==> src/hdl/dtp_pkg.sv <==
`default_nettype none
package dtp_pkg;

  localparam int QUEUE_DEPTH = 4;
  localparam int CFG_IDX_W   = 2;

  localparam logic [CFG_IDX_W-1:0] REG_UNSIGNED_MODE = 2'd0;
  localparam logic [CFG_IDX_W-1:0] REG_SHORT_MODE    = 2'd1;

  localparam logic [7:0] CH_NUL   = 8'd0;
  localparam logic [7:0] CH_TAB   = 8'd9;
  localparam logic [7:0] CH_LF    = 8'd10;
  localparam logic [7:0] CH_CR    = 8'd13;
  localparam logic [7:0] CH_SPACE = 8'd32;
  localparam logic [7:0] CH_PLUS  = 8'd43;
  localparam logic [7:0] CH_MINUS = 8'd45;
  localparam logic [7:0] CH_ZERO  = 8'd48;
  localparam logic [7:0] CH_NINE  = 8'd57;

  typedef enum logic [2:0] {
    CL_NUL,
    CL_BLANK,
    CL_WHITE,
    CL_PLUS,
    CL_MINUS,
    CL_DIGIT,
    CL_OTHER
  } cls_t;

  typedef struct packed {
    cls_t       cls;
    logic [3:0] digit;
  } item_t;

  typedef enum logic [2:0] {
    PH_LEAD,
    PH_PRE,
    PH_SIGNED,
    PH_DIGITS,
    PH_TRAIL,
    PH_BAD
  } phase_t;

  typedef struct packed {
    logic unsigned_mode;
    logic short_mode;
  } cfg_t;

endpackage
`default_nettype wire

==> src/hdl/dtp_front.sv <==
`default_nettype none
module dtp_front (
  input  wire logic            in_valid,
  output logic                 in_stall,
  input  wire logic [7:0]      ch,
  input  wire logic            q_full,
  output logic                 push,
  output dtp_pkg::item_t       item
);

  assign in_stall = q_full;
  assign push     = in_valid && !q_full;

  always_comb begin
    item.digit = 4'd0;
    if (ch == dtp_pkg::CH_NUL) begin
      item.cls = dtp_pkg::CL_NUL;
    end else if (ch inside {dtp_pkg::CH_SPACE, dtp_pkg::CH_TAB}) begin
      item.cls = dtp_pkg::CL_BLANK;
    end else if (ch inside {[dtp_pkg::CH_LF:dtp_pkg::CH_CR]}) begin
      item.cls = dtp_pkg::CL_WHITE;
    end else if (ch == dtp_pkg::CH_PLUS) begin
      item.cls = dtp_pkg::CL_PLUS;
    end else if (ch == dtp_pkg::CH_MINUS) begin
      item.cls = dtp_pkg::CL_MINUS;
    end else if (ch inside {[dtp_pkg::CH_ZERO:dtp_pkg::CH_NINE]}) begin
      item.cls   = dtp_pkg::CL_DIGIT;
      // '0'..'9' carry their value in the low nibble
      item.digit = ch[3:0];
    end else begin
      item.cls = dtp_pkg::CL_OTHER;
    end
  end

endmodule
`default_nettype wire

==> src/hdl/dtp_queue.sv <==
`default_nettype none
module dtp_queue #(
  parameter int DEPTH = dtp_pkg::QUEUE_DEPTH
) (
  input  wire logic           clk,
  input  wire logic           rst,
  input  wire logic           push,
  input  wire dtp_pkg::item_t push_item,
  output logic                full,
  input  wire logic           pop,
  output logic                pop_valid,
  output dtp_pkg::item_t      pop_item
);

  localparam int PTR_W = (DEPTH > 1) ? $clog2(DEPTH) : 1;
  localparam int CNT_W = $clog2(DEPTH + 1);

  dtp_pkg::item_t   entries [DEPTH];
  logic [PTR_W-1:0] wr_ptr;
  logic [PTR_W-1:0] rd_ptr;
  logic [CNT_W-1:0] count;
  logic [CNT_W-1:0] count_next;

  assign full      = (count == CNT_W'(DEPTH));
  assign pop_valid = (count != '0);
  assign pop_item  = entries[rd_ptr];

  always_comb begin
    count_next = count;
    case ({push, pop})
      2'b10:   count_next = count + 1'b1;
      2'b01:   count_next = count - 1'b1;
      default: count_next = count;
    endcase
  end

  always_ff @(posedge clk) begin
    if (rst) begin
      wr_ptr <= '0;
      rd_ptr <= '0;
      count  <= '0;
    end else begin
      count <= count_next;
      if (push) begin
        wr_ptr <= (wr_ptr == PTR_W'(DEPTH - 1)) ? '0 : wr_ptr + 1'b1;
      end
      if (pop) begin
        rd_ptr <= (rd_ptr == PTR_W'(DEPTH - 1)) ? '0 : rd_ptr + 1'b1;
      end
    end
  end

  always_ff @(posedge clk) begin
    if (push) begin
      entries[wr_ptr] <= push_item;
    end
  end

endmodule
`default_nettype wire

==> src/hdl/dtp_back.sv <==
`default_nettype none
module dtp_back (
  input  wire logic               clk,
  input  wire logic               rst,
  input  wire dtp_pkg::cfg_t      cfg,
  input  wire logic               q_valid,
  input  wire dtp_pkg::item_t     q_item,
  output logic                    pop,
  output logic                    out_valid,
  input  wire logic               out_stall,
  output logic signed [31:0]      value,
  output logic                    ok
);

  dtp_pkg::phase_t phase;
  dtp_pkg::phase_t phase_next;
  logic [31:0]     magnitude;
  logic [31:0]     magnitude_next;
  logic            negative;
  logic            negative_next;
  logic            saturated;
  logic            saturated_next;
  logic            first_zero;
  logic            first_zero_next;

  logic            room;
  logic            is_nul;
  logic [35:0]     prod;
  logic            prod_sat;
  logic [31:0]     lim;
  logic [31:0]     clamped;
  logic [31:0]     res;
  logic            fin_ok;
  dtp_pkg::phase_t eff_phase;

  assign room   = !out_valid || !out_stall;
  assign is_nul = (q_item.cls == dtp_pkg::CL_NUL);
  assign pop    = q_valid && (!is_nul || room);

  // magnitude * 10 + digit, saturating to all ones
  assign prod     = ({4'd0, magnitude} << 3) + ({4'd0, magnitude} << 1)
                    + {32'd0, q_item.digit};
  assign prod_sat = saturated || (prod[35:32] != 4'd0);

  // result at end of field
  always_comb begin
    lim     = negative ? 32'h8000_0000 : 32'h7FFF_FFFF;
    clamped = (saturated || magnitude > lim) ? lim : magnitude;
    fin_ok  = (phase == dtp_pkg::PH_DIGITS) || (phase == dtp_pkg::PH_TRAIL);
    if (cfg.unsigned_mode) begin
      res = saturated ? 32'hFFFF_FFFF : magnitude;
      if (negative) begin
        fin_ok = 1'b0;
      end
    end else begin
      res = negative ? (32'd0 - clamped) : clamped;
    end
    if (res == 32'd0 && !first_zero) begin
      fin_ok = 1'b0;
    end
    if (cfg.short_mode && !(res[31:15] == '0 || res[31:15] == '1)) begin
      fin_ok = 1'b0;
    end
  end

  always_comb begin
    phase_next      = phase;
    magnitude_next  = magnitude;
    negative_next   = negative;
    saturated_next  = saturated;
    first_zero_next = first_zero;
    eff_phase       = phase;
    if (pop) begin
      if (is_nul) begin
        phase_next      = dtp_pkg::PH_LEAD;
        magnitude_next  = 32'd0;
        negative_next   = 1'b0;
        saturated_next  = 1'b0;
        first_zero_next = 1'b0;
      end else begin
        // first non-blank character falls through into the prefix phase
        if (phase == dtp_pkg::PH_LEAD && q_item.cls != dtp_pkg::CL_BLANK) begin
          first_zero_next = (q_item.cls == dtp_pkg::CL_DIGIT) && (q_item.digit == 4'd0);
          eff_phase       = dtp_pkg::PH_PRE;
          phase_next      = dtp_pkg::PH_PRE;
        end
        case (eff_phase)
          dtp_pkg::PH_LEAD: begin
            phase_next = dtp_pkg::PH_LEAD;
          end
          dtp_pkg::PH_PRE: begin
            case (q_item.cls)
              dtp_pkg::CL_BLANK, dtp_pkg::CL_WHITE: phase_next = dtp_pkg::PH_PRE;
              dtp_pkg::CL_PLUS: phase_next = dtp_pkg::PH_SIGNED;
              dtp_pkg::CL_MINUS: begin
                if (cfg.unsigned_mode) begin
                  phase_next = dtp_pkg::PH_BAD;
                end else begin
                  negative_next = 1'b1;
                  phase_next    = dtp_pkg::PH_SIGNED;
                end
              end
              dtp_pkg::CL_DIGIT: begin
                saturated_next = prod_sat;
                magnitude_next = prod_sat ? 32'hFFFF_FFFF : prod[31:0];
                phase_next     = dtp_pkg::PH_DIGITS;
              end
              default: phase_next = dtp_pkg::PH_BAD;
            endcase
          end
          dtp_pkg::PH_SIGNED, dtp_pkg::PH_DIGITS: begin
            if (q_item.cls == dtp_pkg::CL_DIGIT) begin
              saturated_next = prod_sat;
              magnitude_next = prod_sat ? 32'hFFFF_FFFF : prod[31:0];
              phase_next     = dtp_pkg::PH_DIGITS;
            end else if (eff_phase == dtp_pkg::PH_DIGITS &&
                         q_item.cls == dtp_pkg::CL_BLANK) begin
              phase_next = dtp_pkg::PH_TRAIL;
            end else begin
              phase_next = dtp_pkg::PH_BAD;
            end
          end
          dtp_pkg::PH_TRAIL: begin
            if (q_item.cls != dtp_pkg::CL_BLANK) begin
              phase_next = dtp_pkg::PH_BAD;
            end
          end
          default: phase_next = dtp_pkg::PH_BAD;
        endcase
      end
    end
  end

  always_ff @(posedge clk) begin
    if (rst) begin
      phase      <= dtp_pkg::PH_LEAD;
      magnitude  <= 32'd0;
      negative   <= 1'b0;
      saturated  <= 1'b0;
      first_zero <= 1'b0;
    end else begin
      phase      <= phase_next;
      magnitude  <= magnitude_next;
      negative   <= negative_next;
      saturated  <= saturated_next;
      first_zero <= first_zero_next;
    end
  end

  // output register: a new result may load in the cycle the old one transfers
  always_ff @(posedge clk) begin
    if (rst) begin
      out_valid <= 1'b0;
    end else if (pop && is_nul) begin
      out_valid <= 1'b1;
    end else if (!out_stall) begin
      out_valid <= 1'b0;
    end
  end

  always_ff @(posedge clk) begin
    if (pop && is_nul) begin
      value <= fin_ok ? res : 32'd0;
      ok    <= fin_ok;
    end
  end

endmodule
`default_nettype wire

==> src/hdl/decimal_integer_text_parser_unit.sv <==
// Decimal integer text parser.
// Input channel: one character per transfer on ch (in_valid / in_stall); a NUL
// character ends the field. Leading blanks, other whitespace, an optional sign,
// decimal digits and trailing blanks are accepted.
// Output channel: one transfer per field (out_valid / out_stall) carrying value
// and ok; value is 0 when ok is low. Characters other than NUL give no result.
// Configuration: cfg_we writes cfg_data into register cfg_index (0 unsigned
// mode, 1 short mode); other indexes are ignored. Write only while idle.
// Throughput: one character per cycle while in_stall is low. A character lands
// in a small queue at its transfer and is consumed from there by the
// accumulator; a consumed NUL loads the result into the output register.
// When out_stall holds, the result waits in the output register; characters
// keep flowing until the queue (QUEUE_DEPTH entries) fills behind a pending NUL,
// then in_stall rises.
// Reset clears the queue, the field state, both mode registers and out_valid.
`default_nettype none
module decimal_integer_text_parser_unit #(
  parameter int QUEUE_DEPTH = dtp_pkg::QUEUE_DEPTH
) (
  input  wire logic                          clk,
  input  wire logic                          rst,
  input  wire logic                          in_valid,
  output logic                               in_stall,
  input  wire logic [7:0]                    ch,
  output logic                               out_valid,
  input  wire logic                          out_stall,
  output logic signed [31:0]                 value,
  output logic                               ok,
  input  wire logic                          cfg_we,
  input  wire logic [dtp_pkg::CFG_IDX_W-1:0] cfg_index,
  input  wire logic                          cfg_data
);

  dtp_pkg::cfg_t  cfg;
  dtp_pkg::item_t front_item;
  dtp_pkg::item_t q_item;
  logic           push;
  logic           q_full;
  logic           q_valid;
  logic           pop;

  always_ff @(posedge clk) begin
    if (rst) begin
      cfg <= '0;
    end else if (cfg_we) begin
      case (cfg_index)
        dtp_pkg::REG_UNSIGNED_MODE: cfg.unsigned_mode <= cfg_data;
        dtp_pkg::REG_SHORT_MODE:    cfg.short_mode    <= cfg_data;
        default: ;
      endcase
    end
  end

  dtp_front u_front (
    .in_valid (in_valid),
    .in_stall (in_stall),
    .ch       (ch),
    .q_full   (q_full),
    .push     (push),
    .item     (front_item)
  );

  dtp_queue #(
    .DEPTH (QUEUE_DEPTH)
  ) u_queue (
    .clk       (clk),
    .rst       (rst),
    .push      (push),
    .push_item (front_item),
    .full      (q_full),
    .pop       (pop),
    .pop_valid (q_valid),
    .pop_item  (q_item)
  );

  dtp_back u_back (
    .clk       (clk),
    .rst       (rst),
    .cfg       (cfg),
    .q_valid   (q_valid),
    .q_item    (q_item),
    .pop       (pop),
    .out_valid (out_valid),
    .out_stall (out_stall),
    .value     (value),
    .ok        (ok)
  );

endmodule
`default_nettype wire

==> config.mk <==
export PLATFORM = sky130hd
export DESIGN_NAME = decimal_integer_text_parser_unit
export DESIGN_NICKNAME = d
export VERILOG_FILES = /design/src/hdl/dtp_pkg.sv /design/src/hdl/dtp_front.sv /design/src/hdl/dtp_queue.sv /design/src/hdl/dtp_back.sv /design/src/hdl/decimal_integer_text_parser_unit.sv
export SDC_FILE = /design/constraint.sdc
export NUM_CORES = 1
export LEC_CHECK = 0
export BUFFER_PORTS_ARGS = -buffer_cell sky130_fd_sc_hd__buf_4
export CAP_MARGIN = 40
export CORE_ASPECT_RATIO = 1.75
export CORE_UTILIZATION = 33
export DETAILED_ROUTE_END_ITERATION = 10
export GPL_TIMING_DRIVEN = 1
export HOLD_SLACK_MARGIN = 0.06
export PLACE_DENSITY = 0.5
export RECOVER_POWER = 25
export SKIP_CTS_REPAIR_TIMING = 1
export SLEW_MARGIN = 5
export SYNTH_ARGS = -nofsm -noshare
export SYNTH_HDL_FRONTEND = slang
export SYNTH_HIERARCHICAL = 1
export SYNTH_SLANG_ARGS = --single-unit
==> constraint.sdc <==
create_clock -name clk -period 16.6 [get_ports clk]
set_input_delay 1.66 -clock clk [delete_from_list [all_inputs] [get_ports clk]]
set_output_delay 1.66 -clock clk [all_outputs]
set_load 0.03 [all_outputs]
# Word-level counts from Yosys, hierarchy flattened
# Memory sizes are Yosys's and may differ from the RTL's. A register that Yosys moved wholly into a read port is not among the register bits.
# Index checks and enable logic that the tools add are counted.
# classes
n_addsub	7
order_cmp	5
n_eq_ne	25
muxes	53
n_reduce_logical	47
# op_table
cell	count
$mux 32	9
$add 35x33->36	1
$add 36x4->36	1
$mux 3	12
$gt 32x32->1	1
$logic_not 32->1	1
$sub 1x32->32 const A	1
$eq 8x6->1 const B	3
$mux 4	6
$pmux 3 s4	2
$mux 1	18
$eq 17x17->1 const B	1
$logic_not 17->1	1
$eq 3x2->1 const B	5
$eq 3x3->1 const B	5
$reduce_bool 2->1	7
$logic_and 1x1->1	10
$mux 2	5
$logic_not 3->1	3
$eq 8x4->1 const B	1
$ge 8x4->1 const B	1
$ge 8x6->1 const B	1
$le 8x4->1 const B	1
$le 8x6->1 const B	1
other kinds (21)	40
# totals
ff_bits	81
mem_bits_rw	28
inputBits	16
out_inout_bits	35
word_cells	151
n_memories	1
# mem_list
name	words	word_bits	read_ports	rd_clocked_by_memory_dff	wr	line	rtl
u_queue.entries	4	7	1	1	1	dtp_queue.sv:18	dtp_pkg::item_t entries [DEPTH];

# Longest topological paths before layout
# logic_depth
word_depth	12
depth_mapped	24
depth_no_buf	21

# Cells and area by module
# The synthesis kept the hierarchy.
# modules_own_cells
module	n_inst	cells_per_inst	area_each_um2	seq_area_each_um2
dtp_back	1	901	7338.3	1771.7
dtp_queue	1	81	1453.9	1021.0
dtp_front	1	34	226.5	0.0
decimal_integer_text_parser_unit	1	9	98.8	40.0

# Worst setup path after synthesis
# No wires, ideal clock.
# synth_timing
path_type	flip-flop to flip-flop
from	register u_back.negative
to	register u_back.ok, data pin
setup_time_ns	0.152
arrival_time_ns	5.752
required_time_ns	16.448
path_slack_ns	10.696
path_stages_with_launch	25
path_buffers	3
period_less_slack_ns	5.904
path_cell_list	dfxtp_1 > clkinv_1 > ha_1 > nand4_1 > nor3_1 > a22oi_1 > a31oi_2 > a211o_1 > buf_2 > nand2_1 > o21ai_0 > ha_1 > nor3b_1 > a31oi_1 > o21ai_2 > o21ai_1 > and3_1 > a221oi_1 > o2111ai_1 > nor4_1 > inv_1 > o211a_1 > buf_6 > buf_6 > nor3_2
# synth_via
elab_chain_cells	12
word_cells_on_any_way	18
classes_between	add/sub: 1; order compare: 1; eq/ne: 1; mux: 8; reduce/logical: 7
# synth_lines
item	line	rtl
start, declared	dtp_back.sv:19	logic negative;
start signal, assigned	dtp_back.sv:144	negative <= negative_next;
$mux 32	dtp_back.sv:47	lim = negative ? 32'h8000_0000 : 32'h7FFF_FFFF;
$gt 32x32->1	dtp_back.sv:48	clamped = (saturated || magnitude > lim) ? lim : magnitude;
$logic_or 1x1->1	dtp_back.sv:48	
$mux 32	dtp_back.sv:48	
$sub 1x32->32	dtp_back.sv:56	res = negative ? (32'd0 - clamped) : clamped;
$mux 32	dtp_back.sv:56	
$mux 32	dtp_back.sv:50	if (cfg.unsigned_mode) begin
$eq 17x17->1 or $logic_not 17->1 (tied branches)	dtp_back.sv:61	if (cfg.short_mode && !(res[31:15] == '0 || res[31:15] == '1)) begin
$logic_or 1x1->1	dtp_back.sv:61	
$logic_not 1->1	dtp_back.sv:61	
$logic_and 1x1->1	dtp_back.sv:61	
$mux 1 *	dtp_back.sv:61	
named net u_back.fin_ok	dtp_back.sv:33	logic fin_ok;
end signal, assigned	dtp_back.sv:164	ok <= fin_ok;
end, declared	dtp_back.sv:12	output logic ok
# The timed path passes the listed nets; every way through them passes the cells marked *.
# A chain may end at the register's enable or synchronous reset.

# Worst setup path after layout
# layout_timing
from	register u_back.negative
to	register u_back.value[6], data pin
# layout_via
elab_chain_cells	12
word_cells_on_any_way	18
classes_between	add/sub: 1; order compare: 1; eq/ne: 1; mux: 8; reduce/logical: 7
# layout_lines
item	line	rtl
$mux 32	dtp_back.sv:47	
$gt 32x32->1	dtp_back.sv:48	
$logic_or 1x1->1	dtp_back.sv:48	
$mux 32	dtp_back.sv:48	
$sub 1x32->32	dtp_back.sv:56	
$mux 32	dtp_back.sv:56	
$mux 32	dtp_back.sv:50	
$eq 17x17->1 or $logic_not 17->1 (tied branches)	dtp_back.sv:61	
$logic_or 1x1->1	dtp_back.sv:61	
$logic_not 1->1	dtp_back.sv:61	
$logic_and 1x1->1	dtp_back.sv:61	
$mux 1	dtp_back.sv:61	
end signal, assigned	dtp_back.sv:163	value <= fin_ok ? res : 32'd0;
end, declared	dtp_back.sv:11	output logic signed [31:0] value,
# Several ways; a longest one is shown, not always the timed one.

==> metrics.txt <==
status=completed; core area=27200 sq um; Critical Path RT=16.79 ns; non-filler cells in the finished layout=1429; initial antenna violation count=0; I/O Pins=51; Hold Crit Start=u_queue/count[2]; H-tree depth=3; count leader, synth=ha_1; ys async rst share=0%; Synthesized Nets=1146; CTS clock-pin slew for the worst setup and hold paths=0.09 ns; Worst-Margin Slew=0.813 ns; Startpoint Class=register; register area share after synthesis=31.1%; CTS root buffer=clkbuf_16; warning count from the yosys run=6; Post-route DRC=0; Die Area=28300 sq um; synth unique cells=90; Pwr per Cell Area=81.6 nW/um^2; Initial Util=33.5%; Slew headroom=45.7%; GP Congestion=0.907; drt wl/cell=18.2 um; Final Skew=0.0142 ns; Pleak=4.33 nW; Die W=128 um; vias in the first global route=7924; Crit path largest cell delay=0.63 ns; Seq cells post-synth=111; vias=8008; top cell type by total area after synthesis=edfxtp_1; Final Hold Vio Count=0; Area Growth Syn to Fin=11.7%; Detailed Route Iter0 Violations=412; first-pass GRT wire length=41.6 mm; CP Class=reg -> reg; First-pass DRT Iterations=5; Max Fclk=0.151 GHz; post-synth top area share=20.1%; largest net degree at the start of global routing=52; DP Cell Count=1413; grt ovf=0; final setup TNS=0 ns; routed vias/inst=5.60; Core Util, Final=37.4%; IO buf count=50; most frequent cells after synthesis=ha_1, nand2_1, o21ai_0; Worst Hold Class=reg -> reg; Final Max Tran Viols=0; DRT antenna net count=0; TritonCTS clock tree=done; All-Layer GR Usage=18.8%; Crit. Startpoint=u_back/negative; critical-path cell list=buf_4 -> ha_1 -> nand4_1 -> nor4_1 -> nor2b_1 -> a211o_1 -> nand2_1 -> o21ai_0 -> ha_1 -> nor3b_1 -> a31oi_1 -> o21ai_2 -> o21ai_1 -> and3_1 -> a221oi_1 -> o2111ai_1 -> nor4_1 -> inv_1 -> o211a_1 -> nor4_1; most used cell along the critical path=nor4_1; fraction of layout cells with a size suffix above 1=12.6%; total routed wirelength=26.0 mm; CTS Buf Count=9; endpoints failing setup=0; # fillers=2815; hpwl dp=19.8 mm; chip height=222 um; Worst EP arrival=6.81 ns; # diodes=0; hold_ws=0.500 ns; Synth Cell Area=9120 sq um; clock buffer depth=2; # rows=80; Final Critical Period=6.62 ns; nets=1176; Slowest cell on crit path=a211o_1; ys flop type=edfxtp_1; MaxCap Viol Count=0; clk_lat worst skew=0.39 ns; cells after synthesis=1025; Post-Synthesis Mean Instance Area=8.90 sq um; top cells by area, synth=edfxtp_1, ha_1, dfxtp_1; Max FO, Critical Path=51; maximum resistive drop on vdd=52.3 uV; Clock Sinks=111; unrepaired setup endpoints after global routing=no; RR Startpoint=u_back/negative; final worst-path cycle share=39.9%; Setup crit end kind=register; number of synthesized flops with an enable pin=61
==> worst max-delay path, delay by kind of cell, from the launching register on <==
kind	cells	cell delay, ns
AO/OA/AOI/OAI	8	2.41
AND/OR/NAND/NOR	8	2.54
adder cells (fa/ha/maj)	2	0.53
buffers and inverters	2	0.58
flip-flops	1	0.34
==> cells by family (layout without fill, tap and decap cells) <==
| family | after synthesis | in the layout | synth area share, % |
|---|---|---|---|
| compound gates | 302 | 302 | 22.0 |
| fa+ha+maj | 105 | 105 | 14.7 |
| buf+inv | 72 | 107 | 3.53 |
| simple gates | 390 | 390 | 23.2 |
| xor+xnor | 30 | 30 | 2.88 |
| flops | 111 | 111 | 31.1 |
| mux | 15 | 15 | 2.61 |
==> worst paths after layout <==
path / end / slack, ns / depth (start not counted)
max: u_back/value[6] / 9.98 / 20
min: u_queue/count[2] / 0.50 / 2
max reg2reg: u_back/value[6] / 9.98 / 20
min reg2reg: u_queue/count[2] / 0.50 / 2
==> where the power goes <==
| part | internal (mW) | switching, mW |
|---|---|---|
| clock network | 0.109 | 0.118 |
| logic | 0.104 | 0.167 |
| registers | 0.309 | 0.0232 |
| total | 0.523 | 0.308 |
==> sequential cells by signal, summed over array words and instances, names as in the netlist, 2 cells and up, named ones only <==
name	count
u_queue/wr_ptr	2
cfg	2
u_back/magnitude	32
u_back/value	32
u_queue/count	3
u_queue/entries	28
u_queue/rd_ptr	2
u_back/phase	3
==> per-layer routing <==
metal | vias up | track usage, % | wire [um]
met2 | 180 | 36.5 | 14600
met1 | 3805 | 19.9 | 10100
li1 | 3973 | - | -
met4 | 0 | 8.16 | 745
met3 | 50 | 2.20 | 635
met5 | - | 0 | 0
==> layout make-up <==
class	count	area, sq um	share of cell area (%)
flip-flops and latches	111	2830	27.8
inverters	25	93.8	0.921
well taps	369	462	4.53
repair buffers	66	512	5.02
clock inverters	7	98.8	0.970
multi-input cells	842	5960	58.5
clock buffers	9	225	2.21
==> metrics by stage <==
| stage | area [sq um] | total power, mW | setup WS [ns] |
|---|---|---|---|
| floorplan | 9120 | 0.541 | 10.70 |
| global placement | 9840 | 0.607 | 10.13 |
| detailed placement | 9890 | 0.611 | 10.17 |
| CTS | 10200 | 0.842 | 10.10 |
| global route | 10200 | 0.884 | 9.42 |
| finish | 10200 | 0.831 | 9.98 |
==> layout by cell type (no fill, tap or decap), types with 8 or more instances in the layout <==
master,n
nor3_2,17
xnor2_1,24
a21oi_1,77
nand2_1,97
or3_1,15
nor2b_1,10
nor3_1,51
nor2_1,72
dfxtp_1,49
nand2b_1,16
mux2i_1,8
o21a_1,8
nor4_1,15
clkbuf_16,9
edfxtp_1,61
buf_4,60
o21ai_0,80
a31oi_1,9
a211oi_1,12
ha_1,102
o21bai_1,9
nand3_1,22
nand4_1,18
inv_1,23
a21o_1,24
Power figures use the tool's default switching activity.
